`config.mk`:
```
export PLATFORM = sky130hd
export DESIGN_NAME = qslerp_sqrt
export DESIGN_NICKNAME = d
export VERILOG_FILES = /design/src/hdl/qslerp_pkg.sv /design/src/hdl/qslerp_sqrt.sv
export SDC_FILE = /design/constraint.sdc
export NUM_CORES = 2
export LEC_CHECK = 0
export BUFFER_PORTS_ARGS = -buffer_cell sky130_fd_sc_hd__buf_2
export CAP_MARGIN = 20
export CELL_PAD_IN_SITES_DETAIL_PLACEMENT = 0
export CELL_PAD_IN_SITES_GLOBAL_PLACEMENT = 1
export CORE_AREA = 2 2 468 470
export CTS_CLUSTER_DIAMETER = 200
export DETAILED_ROUTE_END_ITERATION = 16
export DIE_AREA = 0 0 470 472
export PLACE_DENSITY = 0.64
export SETUP_SLACK_MARGIN = 0.3
export SLEW_MARGIN = 20
export SYNTH_ARGS = -nofsm -noshare
export SYNTH_HDL_FRONTEND = slang
export SYNTH_SLANG_ARGS = --single-unit
```
`constraint.sdc`:
```
create_clock -name clk_i -period 8.8 [get_ports clk_i]
set_input_delay 1.76 -clock clk_i [delete_from_list [all_inputs] [get_ports clk_i]]
set_output_delay 1.76 -clock clk_i [all_outputs]
set_load 0.02 [all_outputs]
```
`src/hdl/qslerp_pkg.sv`:
```
`timescale 1ns / 1ps
// ----------------------------------------------------------------------------
// qslerp_pkg
// shared constants and types for the quaternion slerp pipeline
// ----------------------------------------------------------------------------
package qslerp_pkg;

  localparam int CORDIC_STEPS = 16;
  localparam int ATAN_ENTRIES = 24;
  localparam int CW           = 34;   // cordic datapath width
  localparam int SQRT_STEPS   = 15;   // one root bit per stage
  localparam int SQW          = 30;   // sqrt remainder / root width
  localparam int QBITS        = 18;   // quotient bits of the weight divider
  localparam int NW           = 52;   // divider remainder width
  localparam int KW           = QBITS + 2;
  localparam int ROT_LANES    = 3;
  localparam int DIV_LANES    = 2;

  localparam logic [14:0] ONE_Q14      = 15'd16384;
  localparam logic [14:0] NEAR_THR_RST = 15'd16382;
  localparam logic signed [CW-1:0] ROT_X0 = 34'sd1073741824;

  // atan(2^-i) in q2.30, rounded to nearest
  localparam logic signed [CW-1:0] ATAN_Q30 [ATAN_ENTRIES] = '{
    34'sd843314857, 34'sd497837829, 34'sd263043837, 34'sd133525159,
    34'sd67021687,  34'sd33543516,  34'sd16775851,  34'sd8388437,
    34'sd4194283,   34'sd2097149,   34'sd1048576,   34'sd524288,
    34'sd262144,    34'sd131072,    34'sd65536,     34'sd32768,
    34'sd16384,     34'sd8192,      34'sd4096,      34'sd2048,
    34'sd1024,      34'sd512,       34'sd256,       34'sd128
  };

  // item data that rides alongside the arithmetic
  typedef struct packed {
    logic [3:0][15:0] a;      // w x y z
    logic [3:0][15:0] b;      // original second quaternion
    logic [15:0]      t;
    logic             flip;   // dot was negative
    logic             pass_a; // fraction at or below zero
    logic             pass_b; // fraction at or above one
    logic             lin;    // use linear weights
    logic [14:0]      cc;     // clamped cosine
  } qslerp_sb_t;

endpackage

```
`src/hdl/qslerp_sqrt.sv`:
```
`timescale 1ns / 1ps
// ----------------------------------------------------------------------------
// qslerp_sqrt
// pipelined integer square root, one root bit per stage
// ----------------------------------------------------------------------------
module qslerp_sqrt import qslerp_pkg::*; (
  input  logic          clk_i,
  input  logic          rst_ni,
  input  logic          en_i,
  input  logic          vld_i,
  input  logic [28:0]   n_i,
  input  qslerp_sb_t    sb_i,
  output logic          vld_o,
  output logic [14:0]   s_o,
  output qslerp_sb_t    sb_o
);

  logic [SQRT_STEPS-1:0] vld_q;
  logic [SQW-1:0]        n_s [SQRT_STEPS];
  logic [SQW-1:0]        r_s [SQRT_STEPS];
  logic [SQW-1:0]        n_d [SQRT_STEPS];
  logic [SQW-1:0]        r_d [SQRT_STEPS];
  logic [SQW-1:0]        n_q [SQRT_STEPS];
  logic [SQW-1:0]        r_q [SQRT_STEPS];
  qslerp_sb_t            sb_q [SQRT_STEPS];

  always_comb begin
    logic [SQW-1:0] bit_v;
    logic [SQW-1:0] trial;
    n_s[0] = SQW'(n_i);
    r_s[0] = '0;
    for (int i = 1; i < SQRT_STEPS; i++) begin
      n_s[i] = n_q[i-1];
      r_s[i] = r_q[i-1];
    end
    for (int i = 0; i < SQRT_STEPS; i++) begin
      bit_v = SQW'(1) << (2 * (SQRT_STEPS - 1 - i));
      trial = r_s[i] + bit_v;
      if (n_s[i] >= trial) begin
        n_d[i] = n_s[i] - trial;
        r_d[i] = (r_s[i] >> 1) + bit_v;
      end else begin
        n_d[i] = n_s[i];
        r_d[i] = r_s[i] >> 1;
      end
    end
  end

  always_ff @(posedge clk_i or negedge rst_ni) begin
    if (!rst_ni) begin
      vld_q <= '0;
    end else if (en_i) begin
      vld_q <= {vld_q[SQRT_STEPS-2:0], vld_i};
    end
  end

  always_ff @(posedge clk_i) begin
    if (en_i) begin
      for (int i = 0; i < SQRT_STEPS; i++) begin
        n_q[i] <= n_d[i];
        r_q[i] <= r_d[i];
        sb_q[i] <= (i == 0) ? sb_i : sb_q[(i == 0) ? 0 : i - 1];
      end
    end
  end

  assign vld_o = vld_q[SQRT_STEPS-1];
  assign s_o   = r_q[SQRT_STEPS-1][14:0];
  assign sb_o  = sb_q[SQRT_STEPS-1];

endmodule

```
Word-level counts from Yosys, hierarchy flattened
Memories as Yosys holds them, arrays and structs flattened.
Cells that the tools add are included.
Word-level totals
  bits in registers: 15
  bits in writable memories: 3345
  logic and storage cells: 94
  memories: 3
Memory list
  sb_q: depth 15, width 163, read ports 15, clocked after Yosys merged registers in 0, wr ports 15, line qslerp_sqrt.sv:25  | qslerp_sb_t sb_q [SQRT_STEPS];
  n_q: depth 15, width 30, read ports 14, clocked after Yosys merged registers in 0, wr ports 15, line qslerp_sqrt.sv:23  | logic [SQW-1:0] n_q [SQRT_STEPS];
  r_q: depth 15, width 30, read ports 15, clocked after Yosys merged registers in 0, wr ports 15, line qslerp_sqrt.sv:24  | logic [SQW-1:0] r_q [SQRT_STEPS];
Cells by class
  add/sub/neg operators: 43
  order comparisons: 15
  multiplexer cells: 32
Operators by type and width (number)
  30-bit 2-to-1 mux: 29
  30-bit greater-or-equal comparator: 14
  30-bit subtractor: 14
  29-bit by 1-bit adder with 30-bit output (second input constant): 1
  29-bit by 11-bit adder with 30-bit output (second input constant): 1
  29-bit by 13-bit adder with 30-bit output (second input constant): 1
  29-bit by 15-bit adder with 30-bit output (second input constant): 1
  29-bit by 17-bit adder with 30-bit output (second input constant): 1
  29-bit by 19-bit adder with 30-bit output (second input constant): 1
  29-bit by 21-bit adder with 30-bit output (second input constant): 1
  29-bit by 23-bit adder with 30-bit output (second input constant): 1
  29-bit by 25-bit adder with 30-bit output (second input constant): 1
  29-bit by 27-bit adder with 30-bit output (second input constant): 1
  29-bit by 3-bit adder with 30-bit output (second input constant): 1
  29-bit by 5-bit adder with 30-bit output (second input constant): 1
  29-bit by 7-bit adder with 30-bit output (second input constant): 1
  29-bit by 9-bit adder with 30-bit output (second input constant): 1
  30-bit by 1-bit adder with 30-bit output (second input constant): 1
  30-bit by 11-bit adder with 30-bit output (second input constant): 1
  30-bit by 13-bit adder with 30-bit output (second input constant): 1
  30-bit by 15-bit adder with 30-bit output (second input constant): 1
  30-bit by 17-bit adder with 30-bit output (second input constant): 1
  30-bit by 19-bit adder with 30-bit output (second input constant): 1
  30-bit by 21-bit adder with 30-bit output (second input constant): 1
  11 further kinds: 12

Depth between registers and ports, before layout
An unclocked memory read counts as a cell.
  word-level depth: 4
  gate-level depth with buffers: 12
  gate-level depth less buffers: 9

Least setup slack after synthesis
Ideal clock, no wire load.
  path type: input-to-reg
  from: in en_i
  to: reg vld_q[0]
  library setup time: 0.125 ns
  arrival: 2.689 ns
  slack: 5.986 ns
  stages on the path: 3
  cells stage by stage: clkbuf_1 > clkbuf_1 > mux2_2
RTL lines
  start, declared: line qslerp_sqrt.sv:9  | input logic en_i,
  end signal, assigned: line qslerp_sqrt.sv:53  | vld_q <= {vld_q[SQRT_STEPS-2:0], vld_i};
  end, declared: line qslerp_sqrt.sv:18  | logic [SQRT_STEPS-1:0] vld_q;
No word-level cell between the ends.

==> impl_metrics.env <==
export IMPL_cts_setup_buffers=0
export IMPL_leakage_nw=40.17
export IMPL_post_drt_wl_per_cell_um=16.35
export IMPL_hold_buffers=0
export IMPL_cp_arrival_ns=4.17
export IMPL_cts_made_buffers=316
export IMPL_grt_pass1_wl_um=208100
export IMPL_antenna_found_initial=15
export IMPL_synth_top_area_frac=0.9041
export IMPL_clk_path_buf_depth=4
export IMPL_finalPower_w=0.03140
export IMPL_syn_area_sq_um=99140
export IMPL_worstPathRequired_ns=9.39
export IMPL_fillers=16690
export IMPL_vias=38810
export IMPL_setup_viol=0
export IMPL_overflow=0
export IMPL_whs_ns=0.3626
export IMPL_yosys_warnings=0
export IMPL_rows=171
export IMPL_utilization=0.5303
export IMPL_dieWidth_um=470
export IMPL_floorplan_initialDensity=0.4579
export IMPL_synth_adder_area_share=0.01653
export IMPL_worstSetupStartpointType="register"
export IMPL_relSlewSlack=0.2251
export IMPL_htree_num_levels=5
export IMPL_clkSinkCount=3000
export IMPL_grt_pass1_vias=38530
export IMPL_drt_iter0_drc=3048
export IMPL_track_usage=0.1178
export IMPL_grt_max_degree=204
export IMPL_reg2reg_from="n_q[1][124]"
export IMPL_synth_mux_area_frac=0.004682
export IMPL_synth_edf_count=2985
export IMPL_crit_type="reg -> reg"
export IMPL_dr_pass1_iters=7
export IMPL_dominantRegCellSynth="edfxtp_1"
export IMPL_clock_skew_ns=0.07927
export IMPL_synthToLayoutAreaGrowth_pct=15.82
export IMPL_hpwlAfterDp_um=76830
export IMPL_status="finished clean"
export IMPL_worst_r2r_path_depth=9
export IMPL_async_reset_ff_frac=0.005000
export IMPL_synth_common_cells="edfxtp_1, inv_1, ha_1"
export IMPL_dieArea_sq_um=221800
export IMPL_clk_pin_slew_worst_paths_ns=0.06
export IMPL_fin_area_sq_um=114800
export IMPL_synth_compound_area_frac=0.02172
export IMPL_yosys_area_top_type="edfxtp_1"
export IMPL_ant_nets=0
export IMPL_yosysMostFrequentCell="edfxtp_1"
export IMPL_hold_violations=0
export IMPL_synth_cells=4373
export IMPL_min_path_type="reg -> reg"
export IMPL_port_buffers=374
export IMPL_grt_setup_unrepaired="false"
export IMPL_r2r_slack_ns=5.22
export IMPL_setup_tns_ns=0
export IMPL_num_io_pins=375
export IMPL_fmax_ghz=0.2793
export IMPL_netlist_cell_type_count=69
export IMPL_timing_rr_end="n_q[1][174]"
export IMPL_cts_root_buf="clkbuf_16"
export IMPL_hold_end="sb_q[7][57]"
export IMPL_final_nets=5407
export IMPL_postSynthAreaPerCell_sq_um=22.67
export IMPL_synth_top_family_by_area="simple AND/OR/NAND/NOR gates"
export IMPL_powerDensity_nw_per_um2=273.4
export IMPL_hp_start="sb_q[6][57]"
export IMPL_yosys_area_share_simple=0.02742
export IMPL_layout_worst_path_cycle_share=0.4069
export IMPL_ir_worst_vdd_v=0.0001875
export IMPL_insertion_delay_ns=0.91
export IMPL_tightest_slew_ns=1.162
export IMPL_min_delay_path_depth=0
export IMPL_ys_ff_latch=3000
export IMPL_drc=0
export IMPL_cts_resized=0
export IMPL_finalCriticalPeriod_ns=3.581
export IMPL_synth_area_leaders="edfxtp_1, ha_1, xor2_1"
export IMPL_ys_seq_area_frac=0.9079
export IMPL_cts_tree="built"
export IMPL_die_h_um=472
export IMPL_place_area_sq_um=104900
export IMPL_avgViaCountPerCell=4.759
export IMPL_cp_max_fo=28
export IMPL_drive_gt1_frac=0.1685
export IMPL_drv_cap=0
export IMPL_crit_path_end_kind="register"
export IMPL_gp_congestion=0.7896
export IMPL_wirelength_um=133300
export IMPL_core_area_sq_um=216500
export IMPL_slew_viol_final=0
export IMPL_synth_xor_area_frac=0.01475
==> where the power goes <==
group | switching, W | leakage, nW | internal (W)
registers | 0.000403 | 29.3 | 0.0169
clock network | 0.00501 | 4.80 | 0.00757
logic | 0.000896 | 6.09 | 0.000565
==> flip-flops by register name, summed over array words and instances (netlist names) <==
name	cells
n_q	420
r_q	120
sb_q	2445
vld_q	15
==> worst max path at each step <==
| stage | endpoint | depth (start not counted) | slack, ns | start |
|---|---|---|---|---|
| after global routing | n_q[1][174] | 9 | 4.87 | n_q[1][124] |
| after CTS | n_q[1][174] | 9 | 5.22 | n_q[1][124] |
| final | n_q[1][174] | 9 | 5.22 | n_q[1][124] |
| after floorplan | vld_q[0] | 3 | 5.99 | en_i |
| after global placement | sb_q[5][4] | 3 | 4.52 | en_i |
| after detailed placement | sb_q[9][96] | 3 | 4.47 | en_i |
==> layer usage <==
layer	vias up	wire length, um	part of all wire	GRT usage
li1	18740	-	-	-
met1	18960	61470	0.46	0.1639
met2	817	60560	0.45	0.1769
met3	293	7717	0.058	0.03420
met4	2	3583	0.027	0.04502
met5	-	13	0.000097	0
==> critical path, cell delays in order, from the launching register on <==
cell and delay [ns]:
edfxtp_1 0.41, ha_1 0.37, nor2b_1 0.25, o221ai_1 0.22, a2111oi_0 0.88, o21a_1 0.28, nor2_2 0.06, buf_4 0.21
a2111oi_0 0.45, xor2_1 0.12
==> cell families (layout without fill, tap and decap cells) <==
kind of cell,count (synthesis),count (layout)
adders and majority gates,131,131
xor gates and xnor gates,167,167
DFF,3000,3000
AOI/OAI and AO/OA,341,341
other,1,4
buffers and inverters,177,1102
and+or+nand+nor,514,514
muxes,42,42
==> final cells by class <==
| class | instances | area [sq um] | area share |
|---|---|---|---|
| flip-flops and latches | 3000 | 90010 | 0.7839 |
| multi-input cells | 1197 | 8448 | 0.07357 |
| clock buffers | 374 | 8188 | 0.07131 |
| well taps | 2854 | 3571 | 0.03110 |
| repair buffers | 415 | 2372 | 0.02066 |
| clock inverters | 163 | 1669 | 0.01454 |
| inverters | 150 | 563.0 | 0.004903 |
| diodes | 2 | 5.005 | 0.00004359 |
==> stage by stage <==
stage / setup WS (ns) / instances
after global routing: 4.870 / 8154
final: 5.219 / 8155
after global placement: 4.523 / 7614
after floorplan: 5.986 / 4374
after CTS: 5.215 / 8151
after detailed placement: 4.468 / 7614
==> cell usage in the layout, fill, tap and decap left out, types with 63 or more instances in the layout <==
master,synthesis,layout
inv_1,150,150
clkinv_1,0,63
o21ai_0,88,88
xnor2_1,77,77
ha_1,131,131
nor2_1,123,122
nand2_1,101,101
edfxtp_1,2985,2985
buf_2,2,373
a21oi_1,98,98
clkbuf_16,0,318
xor2_1,90,90
Power figures use the tool's default switching activity.
